--- src/rtl/core/hbd_pkg.sv ---
// Shared types and constants for the HTTP body deframer.
`timescale 1ns / 1ps

package hbd_pkg;

  // Default width of a chunk size in bits.
  localparam int SIZE_BITS_DEF = 32;

  // Widths of the configuration port.
  localparam int CFG_INDEX_BITS = 2;
  localparam int CFG_DATA_BITS  = 32;

  typedef enum logic [CFG_INDEX_BITS-1:0] {
    REG_BODY_MODE      = 2'd0,
    REG_CONTENT_LENGTH = 2'd1
  } reg_index_t;

  typedef enum logic [1:0] {
    MODE_FIXED   = 2'd0,
    MODE_CLOSE   = 2'd1,
    MODE_CHUNKED = 2'd2
  } mode_t;

  typedef enum logic [2:0] {
    PH_SIZE = 3'd0,
    PH_DATA = 3'd1,
    PH_CR   = 3'd2,
    PH_LF   = 3'd3,
    PH_LAST = 3'd4
  } phase_t;

  typedef enum logic [2:0] {
    ST_BUSY      = 3'd0,
    ST_DONE      = 3'd1,
    ST_MISMATCH  = 3'd2,
    ST_MALFORMED = 3'd3,
    ST_TRAILER   = 3'd4
  } status_t;

  // Parser control state that travels between the state registers and the step logic.
  typedef struct packed {
    phase_t  phase;
    logic    digit_seen;
    logic    in_ext;
    logic    cr_seen;
    logic    line_nonempty;
    status_t sticky;
  } ctrl_t;

endpackage

--- src/rtl/core/http_body_deframer.sv ---
// Top level of the HTTP body deframer: configuration, parser state and result register.
`timescale 1ns / 1ps

// Accepts one body byte per clock and returns one result per byte, in the cycle after
// the request is accepted. A new byte enters only when the result register is empty or
// its result leaves in the same cycle. A waiting result therefore holds off the input.
// With out_ready held high the sustained rate is one byte per clock, set by the parser
// state update on each accepted byte. Configure body_mode (index 0) and content_length
// (index 1) between bodies; reset clears the parser, so a new body starts after rst_n.
// Once status leaves in-progress it holds until reset and no further byte is consumed.
module http_body_deframer import hbd_pkg::*; #(
  parameter int SIZE_BITS = SIZE_BITS_DEF
) (
  input  logic                      clk,
  input  logic                      rst_n,
  input  logic                      cfg_valid,
  output logic                      cfg_ready,
  input  logic [CFG_INDEX_BITS-1:0] cfg_index,
  input  logic [CFG_DATA_BITS-1:0]  cfg_data,
  input  logic                      in_valid,
  output logic                      in_ready,
  input  logic [7:0]                in_byte,
  output logic                      out_valid,
  input  logic                      out_ready,
  output logic                      out_byte_consumed,
  output logic                      out_payload_valid,
  output logic [7:0]                out_payload_byte,
  output logic [2:0]                out_status
);

  localparam int CNT_BITS = (SIZE_BITS > 32) ? SIZE_BITS : 32;

  mode_t                    body_mode_r;
  logic [CFG_DATA_BITS-1:0] content_length_r;
  ctrl_t                    ctrl_r;
  ctrl_t                    ctrl_nxt;
  logic [SIZE_BITS-1:0]     chunk_len_r;
  logic [SIZE_BITS-1:0]     chunk_len_nxt;
  logic [CNT_BITS-1:0]      bytes_seen_r;
  logic [CNT_BITS-1:0]      bytes_seen_nxt;
  logic                     consumed_nxt;
  logic                     pvalid_nxt;
  logic [7:0]               pbyte_nxt;
  status_t                  status_nxt;
  logic                     out_valid_r;
  logic                     out_consumed_r;
  logic                     out_pvalid_r;
  logic [7:0]               out_pbyte_r;
  status_t                  out_status_r;
  logic                     in_fire;

  assign cfg_ready = 1'b1;
  assign in_ready  = !out_valid_r || out_ready;
  assign in_fire   = in_valid && in_ready;

  always_ff @(posedge clk) begin
    if (!rst_n) begin
      body_mode_r      <= MODE_FIXED;
      content_length_r <= '0;
    end else if (cfg_valid) begin
      case (cfg_index)
        REG_BODY_MODE:      body_mode_r      <= mode_t'(cfg_data[1:0]);
        REG_CONTENT_LENGTH: content_length_r <= cfg_data;
        default: ;
      endcase
    end
  end

  hbd_step #(
    .SIZE_BITS(SIZE_BITS)
  ) u_step (
    .body_mode      (body_mode_r),
    .content_length (content_length_r),
    .ctrl_i         (ctrl_r),
    .chunk_len_i    (chunk_len_r),
    .bytes_seen_i   (bytes_seen_r),
    .byte_i         (in_byte),
    .ctrl_o         (ctrl_nxt),
    .chunk_len_o    (chunk_len_nxt),
    .bytes_seen_o   (bytes_seen_nxt),
    .consumed_o     (consumed_nxt),
    .valid_o        (pvalid_nxt),
    .pbyte_o        (pbyte_nxt),
    .status_o       (status_nxt)
  );

  always_ff @(posedge clk) begin
    if (!rst_n) begin
      ctrl_r       <= '{phase: PH_SIZE, digit_seen: 1'b0, in_ext: 1'b0, cr_seen: 1'b0,
                        line_nonempty: 1'b0, sticky: ST_BUSY};
      chunk_len_r  <= '0;
      bytes_seen_r <= '0;
    end else if (in_fire) begin
      ctrl_r       <= ctrl_nxt;
      chunk_len_r  <= chunk_len_nxt;
      bytes_seen_r <= bytes_seen_nxt;
    end
  end

  always_ff @(posedge clk) begin
    if (!rst_n) begin
      out_valid_r <= 1'b0;
    end else if (in_fire) begin
      out_valid_r <= 1'b1;
    end else if (out_ready) begin
      out_valid_r <= 1'b0;
    end
  end

  always_ff @(posedge clk) begin
    if (in_fire) begin
      out_consumed_r <= consumed_nxt;
      out_pvalid_r   <= pvalid_nxt;
      out_pbyte_r    <= pbyte_nxt;
      out_status_r   <= status_nxt;
    end
  end

  assign out_valid         = out_valid_r;
  assign out_byte_consumed = out_consumed_r;
  assign out_payload_valid = out_pvalid_r;
  assign out_payload_byte  = out_pbyte_r;
  assign out_status        = out_status_r;

`ifndef SYNTH
  a_payload_consumed: assert property (@(posedge clk) disable iff (!rst_n)
    out_valid_r && out_pvalid_r |-> out_consumed_r)
    else $error("payload byte reported without being consumed");

  a_payload_zero: assert property (@(posedge clk) disable iff (!rst_n)
    out_valid_r && !out_pvalid_r |-> out_pbyte_r == 8'd0)
    else $error("payload byte nonzero without payload valid");

  a_sticky_holds: assert property (@(posedge clk) disable iff (!rst_n)
    ctrl_r.sticky != ST_BUSY |=> ctrl_r.sticky == $past(ctrl_r.sticky))
    else $error("final status changed before reset");

  a_data_nonzero: assert property (@(posedge clk) disable iff (!rst_n)
    ctrl_r.phase == PH_DATA |-> chunk_len_r != '0)
    else $error("data phase entered with a zero chunk size");

  a_result_follows: assert property (@(posedge clk) disable iff (!rst_n)
    in_valid && in_ready |=> out_valid_r)
    else $error("accepted request produced no result");
`endif

endmodule

--- src/rtl/core/hbd_step.sv ---
// Per-byte next-state and result logic of the HTTP body deframer.
`timescale 1ns / 1ps

module hbd_step import hbd_pkg::*; #(
  parameter int SIZE_BITS = SIZE_BITS_DEF
) (
  input  mode_t                                  body_mode,
  input  logic [CFG_DATA_BITS-1:0]               content_length,
  input  ctrl_t                                  ctrl_i,
  input  logic [SIZE_BITS-1:0]                   chunk_len_i,
  input  logic [((SIZE_BITS > 32) ? SIZE_BITS : 32)-1:0] bytes_seen_i,
  input  logic [7:0]                             byte_i,
  output ctrl_t                                  ctrl_o,
  output logic [SIZE_BITS-1:0]                   chunk_len_o,
  output logic [((SIZE_BITS > 32) ? SIZE_BITS : 32)-1:0] bytes_seen_o,
  output logic                                   consumed_o,
  output logic                                   valid_o,
  output logic [7:0]                             pbyte_o,
  output status_t                                status_o
);

  localparam int CNT_BITS = (SIZE_BITS > 32) ? SIZE_BITS : 32;
  localparam logic [CNT_BITS-1:0] SIZE_MASK = CNT_BITS'((65'd1 << SIZE_BITS) - 65'd1);

  localparam logic [7:0] CH_CR   = 8'h0D;
  localparam logic [7:0] CH_LF   = 8'h0A;
  localparam logic [7:0] CH_ZERO = 8'h30;
  localparam logic [7:0] CH_NINE = 8'h39;
  localparam logic [7:0] CH_LA   = 8'h61;
  localparam logic [7:0] CH_LF_HEX = 8'h66;
  localparam logic [7:0] CH_UA   = 8'h41;
  localparam logic [7:0] CH_UF   = 8'h46;
  localparam logic [7:0] HEX_TEN = 8'd10;

  logic                is_cr;
  logic                is_lf;
  logic                hex_ok;
  logic [3:0]          hex_val;
  logic [CNT_BITS-1:0] cl_ext;
  logic [CNT_BITS-1:0] chunk_ext;
  logic [CNT_BITS-1:0] bs_plus;
  logic [CNT_BITS-1:0] bs_wrap;

  assign is_cr     = (byte_i == CH_CR);
  assign is_lf     = (byte_i == CH_LF);
  assign cl_ext    = CNT_BITS'(content_length);
  assign chunk_ext = CNT_BITS'(chunk_len_i);
  assign bs_plus   = bytes_seen_i + CNT_BITS'(1);
  assign bs_wrap   = bs_plus & SIZE_MASK;

  always_comb begin
    hex_ok  = 1'b1;
    hex_val = 4'd0;
    if (byte_i >= CH_ZERO && byte_i <= CH_NINE) begin
      hex_val = 4'(byte_i - CH_ZERO);
    end else if (byte_i >= CH_LA && byte_i <= CH_LF_HEX) begin
      hex_val = 4'(byte_i - CH_LA + HEX_TEN);
    end else if (byte_i >= CH_UA && byte_i <= CH_UF) begin
      hex_val = 4'(byte_i - CH_UA + HEX_TEN);
    end else begin
      hex_ok = 1'b0;
    end
  end

  // Next state.
  always_comb begin
    ctrl_o       = ctrl_i;
    chunk_len_o  = chunk_len_i;
    bytes_seen_o = bytes_seen_i;
    if (ctrl_i.sticky == ST_BUSY) begin
      case (body_mode)
        MODE_FIXED: begin
          if (bytes_seen_i >= cl_ext) begin
            ctrl_o.sticky = ST_DONE;
          end else begin
            bytes_seen_o = bs_plus;
            if (bs_plus >= cl_ext) begin
              ctrl_o.sticky = ST_DONE;
            end
          end
        end
        MODE_CHUNKED: begin
          case (ctrl_i.phase)
            PH_SIZE: begin
              if (ctrl_i.cr_seen && is_lf) begin
                if (!ctrl_i.digit_seen) begin
                  ctrl_o.sticky = ST_MALFORMED;
                end else if (chunk_len_i != '0) begin
                  ctrl_o.phase = PH_DATA;
                  bytes_seen_o = '0;
                end else begin
                  ctrl_o.phase = PH_LAST;
                end
                ctrl_o.digit_seen    = 1'b0;
                ctrl_o.in_ext        = 1'b0;
                ctrl_o.cr_seen       = 1'b0;
                ctrl_o.line_nonempty = 1'b0;
              end else if (is_cr) begin
                ctrl_o.cr_seen = 1'b1;
                ctrl_o.in_ext  = 1'b1;
              end else begin
                ctrl_o.cr_seen = 1'b0;
                if (!ctrl_i.in_ext && hex_ok) begin
                  // Another digit would push the size past its width.
                  if (chunk_len_i[SIZE_BITS-1 -: 4] != 4'd0) begin
                    ctrl_o.sticky = ST_MALFORMED;
                  end else begin
                    chunk_len_o       = {chunk_len_i[SIZE_BITS-5:0], hex_val};
                    ctrl_o.digit_seen = 1'b1;
                  end
                end else begin
                  ctrl_o.in_ext = 1'b1;
                end
              end
            end
            PH_DATA: begin
              bytes_seen_o = bs_wrap;
              if (bs_wrap >= chunk_ext) begin
                ctrl_o.phase = PH_CR;
              end
            end
            PH_CR: begin
              if (is_cr) begin
                ctrl_o.phase = PH_LF;
              end else begin
                ctrl_o.sticky = ST_MISMATCH;
              end
            end
            PH_LF: begin
              if (is_lf) begin
                ctrl_o.phase         = PH_SIZE;
                chunk_len_o          = '0;
                bytes_seen_o         = '0;
                ctrl_o.digit_seen    = 1'b0;
                ctrl_o.in_ext        = 1'b0;
                ctrl_o.cr_seen       = 1'b0;
                ctrl_o.line_nonempty = 1'b0;
              end else begin
                ctrl_o.sticky = ST_MISMATCH;
              end
            end
            default: begin
              // Line after the last chunk: empty ends the body, anything else is a trailer.
              if (ctrl_i.cr_seen && is_lf) begin
                ctrl_o.sticky        = ctrl_i.line_nonempty ? ST_TRAILER : ST_DONE;
                ctrl_o.digit_seen    = 1'b0;
                ctrl_o.in_ext        = 1'b0;
                ctrl_o.cr_seen       = 1'b0;
                ctrl_o.line_nonempty = 1'b0;
              end else begin
                if (ctrl_i.cr_seen || !is_cr) begin
                  ctrl_o.line_nonempty = 1'b1;
                end
                ctrl_o.cr_seen = is_cr;
              end
            end
          endcase
        end
        default: ;
      endcase
    end
  end

  // Result of this byte.
  always_comb begin
    consumed_o = 1'b0;
    valid_o    = 1'b0;
    if (ctrl_i.sticky == ST_BUSY) begin
      case (body_mode)
        MODE_FIXED: begin
          consumed_o = (bytes_seen_i < cl_ext);
          valid_o    = (bytes_seen_i < cl_ext);
        end
        MODE_CHUNKED: begin
          case (ctrl_i.phase)
            PH_DATA: begin
              consumed_o = 1'b1;
              valid_o    = 1'b1;
            end
            PH_CR:   consumed_o = is_cr;
            PH_LF:   consumed_o = is_lf;
            default: consumed_o = 1'b1;
          endcase
        end
        default: begin
          consumed_o = 1'b1;
          valid_o    = 1'b1;
        end
      endcase
    end
  end

  assign pbyte_o  = valid_o ? byte_i : 8'd0;
  assign status_o = ctrl_o.sticky;

endmodule
--- config.mk ---
export PLATFORM = sky130hd
export DESIGN_NAME = http_body_deframer
export DESIGN_NICKNAME = d
export VERILOG_FILES = /design/src/rtl/core/hbd_pkg.sv /design/src/rtl/core/http_body_deframer.sv /design/src/rtl/core/hbd_step.sv
export SDC_FILE = /design/constraint.sdc
export NUM_CORES = 1
export LEC_CHECK = 0
export ABC_AREA = 1
export BUFFER_PORTS_ARGS = -buffer_cell sky130_fd_sc_hd__buf_2
export CAP_MARGIN = 20
export CORE_UTILIZATION = 60
export CTS_CLUSTER_SIZE = 16
export DETAILED_ROUTE_END_ITERATION = 10
export GPL_ROUTABILITY_DRIVEN = 0
export GPL_TIMING_DRIVEN = 1
export HOLD_SLACK_MARGIN = 0.03
export PLACE_DENSITY = 0.91
export SETUP_SLACK_MARGIN = 0.05
export SLEW_MARGIN = 15
export SYNTH_ARGS = -nofsm -noshare
export SYNTH_HDL_FRONTEND = slang
export SYNTH_SLANG_ARGS = --single-unit
export TNS_END_PERCENT = 5
--- constraint.sdc ---
create_clock -name clk -period 5.51 [get_ports clk]
set_clock_uncertainty 0.1 [all_clocks]
set_input_delay 1.102 -clock clk [delete_from_list [all_inputs] [get_ports clk]]
set_output_delay 1.102 -clock clk [all_outputs]
set_load 0.005 [all_outputs]
==> run_summary.xml <==
<?xml version="1.0" encoding="UTF-8"?>
<metrics>
  <group name="clocking">
    <metric name="cts_root_buffer" unit="">clkbuf_16</metric>
    <metric name="cts_resized" unit="">0</metric>
    <metric name="tritoncts" unit="">done</metric>
    <metric name="cts.clk_slew.worst_paths" unit="ns">0.06</metric>
    <metric name="postCtsSetupRepairBufs" unit="">0</metric>
    <metric name="cts_buffer_depth" unit="">2</metric>
    <metric name="clock_sinks" unit="">122</metric>
    <metric name="cts_inserted_buffers" unit="">17</metric>
    <metric name="clock_tree.htree_level_count" unit="">4</metric>
    <metric name="cts_hold_buffers" unit="">0</metric>
    <metric name="insertion_delay" unit="ns">0.44</metric>
  </group>
  <group name="setup_path">
    <metric name="timing.reg2reg.worst_path_depth" unit="">23</metric>
    <metric name="crit_chain" unit="">ha_1, nand2_1, nor2_2, nand3_1, inv_2, nand2_1, nor2_2, inv_2, nor2_2, nand2_1, nand2_1, nand2_1, ha_1, nand2_1, o21ai_0, nand2_1, nand2_1, a21oi_1, nand3_1, o21bai_1, nand2_1, nand2_1, nand2_1</metric>
    <metric name="critical_path_required" unit="ns">5.59</metric>
    <metric name="path_delay_family" unit="">simple AND/OR/NAND/NOR gates</metric>
    <metric name="crit_type" unit="">reg2reg</metric>
    <metric name="timing.critical_path.mode_cell" unit="">nand2_1</metric>
    <metric name="arrival" unit="ns">3.82</metric>
    <metric name="worstSetupPathDepth" unit="">23</metric>
    <metric name="critPathLaunchType" unit="">flip-flop</metric>
    <metric name="crit_slowest_cell" unit="">dfxtp_1</metric>
    <metric name="path_buf_inv" unit="">2</metric>
    <metric name="timing.critical_path.to_type" unit="">flip-flop</metric>
    <metric name="crit_path_max_incr_delay" unit="ns">0.47</metric>
    <metric name="crit_fanout" unit="">7</metric>
  </group>
  <group name="min_path">
    <metric name="worstHoldPathCells" unit="">2</metric>
    <metric name="hold_class" unit="">reg2reg</metric>
  </group>
  <group name="logic_synthesis">
    <metric name="synthesis.instances" unit="">1217</metric>
    <metric name="ys_async_sr_fraction" unit="%">0</metric>
    <metric name="cell_area_after_synthesis" unit="um^2">8490</metric>
    <metric name="primary_flip_flop_cell_chosen_by_synthesis_mapping" unit="">dfxtp_1</metric>
    <metric name="synth_cell_types" unit="">45</metric>
    <metric name="yosysSeqAreaShare" unit="%">30.3</metric>
    <metric name="synthesis.area_per_instance" unit="um^2">6.97</metric>
    <metric name="yosys_register_bits" unit="">122</metric>
    <metric name="syn_nets" unit="">1365</metric>
    <metric name="synth-edff-count" unit="">13</metric>
    <metric name="yosys_warnings" unit="">0</metric>
  </group>
  <group name="place">
    <metric name="detailedPlacementHpwl" unit="um">15800</metric>
    <metric name="detailed_place.area" unit="um^2">8850</metric>
    <metric name="count_of_buffers_inserted_at_the_top_level_ports" unit="">61</metric>
  </group>
  <group name="detailed_routing">
    <metric name="drt_first_iter_violations" unit="">846</metric>
    <metric name="remaining_drc_errors" unit="">0</metric>
    <metric name="detailroute.via_count" unit="">8450</metric>
    <metric name="detail_route.wl_per_cell" unit="um">15.4</metric>
    <metric name="viasPerCell" unit="">5.79</metric>
    <metric name="drtPass1Iterations" unit="">6</metric>
    <metric name="detail_route.wirelength" unit="um">22400</metric>
    <metric name="final_antenna_net_count" unit="">0</metric>
  </group>
  <group name="layout">
    <metric name="antenna_cells" unit="">0</metric>
    <metric name="most-common-layout-cells" unit="">nand2_1 (283), inv_1 (166), a21oi_1 (153)</metric>
    <metric name="final_common_cell" unit="">nand2_1</metric>
    <metric name="design.final.nets" unit="">1416</metric>
    <metric name="final_layout_size_suffix_gt1_share" unit="%">11.3</metric>
    <metric name="area.growth.synth_to_final" unit="%">11.4</metric>
    <metric name="postLayoutCellArea" unit="um^2">9450</metric>
    <metric name="layout.filler_cells" unit="">1117</metric>
  </group>
  <group name="grt">
    <metric name="overall_track_demand_over_capacity_in_global_routing" unit="%">31.7</metric>
    <metric name="grt_max_degree" unit="">69</metric>
    <metric name="grt_pass1_wl" unit="um">36500</metric>
    <metric name="grt.overflow.total" unit="">0</metric>
    <metric name="via_count_of_the_first_global_routing_pass" unit="">7866</metric>
    <metric name="grt_antenna_before_repair" unit="">0</metric>
  </group>
  <group name="sta">
    <metric name="setup_total_negative_slack" unit="ns">0</metric>
    <metric name="setup-violations-final" unit="">0</metric>
    <metric name="worstMarginPinSlew" unit="ns">1.06</metric>
    <metric name="final-max-slew-violation-count" unit="">0</metric>
    <metric name="report.final.hold_viol_count" unit="">0</metric>
    <metric name="fin_crit_sh" unit="%">67.9</metric>
    <metric name="whs" unit="ns">0.367</metric>
    <metric name="clock.fmax" unit="MHz">267</metric>
    <metric name="grt_setup_unrepaired" unit="">no</metric>
    <metric name="max_slew_margin" unit="%">29.2</metric>
    <metric name="period_needed" unit="ns">3.74</metric>
  </group>
  <group name="power">
    <metric name="netSwitchingFraction" unit="%">26.9</metric>
    <metric name="switching_power" unit="mW">0.603</metric>
    <metric name="seqPwrFrac" unit="%">41.8</metric>
    <metric name="power.static_leakage" unit="nW">4.33</metric>
    <metric name="power.total" unit="mW">2.24</metric>
    <metric name="worst_ir_drop_vdd" unit="V">0.000216</metric>
    <metric name="pwr_density_cell" unit="nW/um^2">237</metric>
    <metric name="internal_power" unit="mW">1.64</metric>
    <metric name="power_frac_clock" unit="%">46.5</metric>
    <metric name="proportion_of_power_drawn_by_combinational_gates" unit="%">11.6</metric>
  </group>
  <group name="die">
    <metric name="io_pins" unit="">63</metric>
    <metric name="initial_core_util" unit="%">61.4</metric>
    <metric name="std_cell_rows" unit="">43</metric>
    <metric name="die_height" unit="um">121</metric>
    <metric name="coreArea" unit="um^2">13800</metric>
    <metric name="die_x" unit="um">121</metric>
    <metric name="die-area" unit="um^2">14600</metric>
  </group>
  <group name="outcome">
    <metric name="run_status" unit="">completed</metric>
  </group>
  <group name="run">
    <metric name="max_cap_viols" unit="">0</metric>
  </group>
</metrics>
## worst min-delay path, delay by kind of cell (launching register included)
| kind | cells | cell delay, ns |
|---|---|---|
| DFF | 1 | 0.30 |
| AOI/OAI and AO/OA | 1 | 0.06 |
| and+or+nand+nor | 1 | 0.06 |
## final cells by class
type	instances	area, um^2	share of cell area (%)
Clock buffer	19	443	4.69
Sequential cell	122	2570	27.2
Multi-Input combinational cell	876	5030	53.2
Inverter	184	691	7.31
Clock inverter	12	103	1.09
Timing Repair Buffer	67	385	4.08
Tap cell	180	225	2.38
## sequential cells by signal (all words and copies together), names as in the netlist
name               flops
body_mode_r            2
chunk_len_r           32
out_payload_byte       8
out_status             3
ctrl_r                10
content_length_r      32
out_valid              1
bytes_seen_r          32
out_byte_consumed      1
out_payload_valid      1
## routing by layer
metal	wire length [um]	GRT usage, %	vias to the layer above
li1	-	-	4132
met1	9100	38.8	3784
met2	10400	52.3	436
met3	1950	6.86	98
met4	1020	15.8	0
met5	0	0	-
## power by group through the flow
stage                     Sequential, mW  Combinational [mW]  Clock [mW]
after floorplan                    0.954               0.183           0
after global placement             0.954               0.240           0
after detailed placement           0.955               0.248           0
after CTS                          0.936               0.252        1.04
after global routing               0.939               0.292        1.08
final                              0.936               0.260        1.04
## per-stage QoR
stage               utilization, %  instances  setup slack [ns]
CTS                           67.9       1457              1.80
finish                        68.3       1460              1.77
floorplan                        -       1217              2.48
detailed placement            64.0       1426              1.73
global route                  68.3       1460              1.39
global placement              64.0       1426              1.80
## logic make-up (layout without fill, tap and decap cells)
family	Yosys count	after routing	share of synthesized area, %
buffers and inverters	219	282	10.5
xor gates and xnor gates	21	21	2.17
AOI/OAI and AO/OA	235	235	14.6
adders and majority gates	101	101	14.9
DFF	122	122	30.3
other	1	1	0.0442
and+or+nand+nor	518	518	27.5
## worst paths after layout
| check | start | endpoint | slack, ns |
|---|---|---|---|
| setup / recovery | bytes_seen_r[0] | out_status[0] | 1.77 |
| hold / removal | chunk_len_r[28] | chunk_len_r[28] | 0.37 |
| setup reg to reg | bytes_seen_r[0] | out_status[0] | 1.77 |
| hold reg to reg | chunk_len_r[28] | chunk_len_r[28] | 0.37 |
## synth_stat cells (8+ instances only)
cell,number,area (um^2)
nand3_1,35,175
xor2_1,16,140
inv_2,14,52.6
clkbuf_1,25,93.8
a21oi_1,153,766
edfxtp_1,13,390
dfxtp_1,109,2180
o21ai_0,57,285
nand2_1,283,1060
nor4_1,9,56.3
ha_1,101,1260
nor2_1,94,353
inv_1,167,627
buf_6,8,90.1
nand4_1,53,332
nor3_1,13,65.1
(Power assumes the default switching activity.)
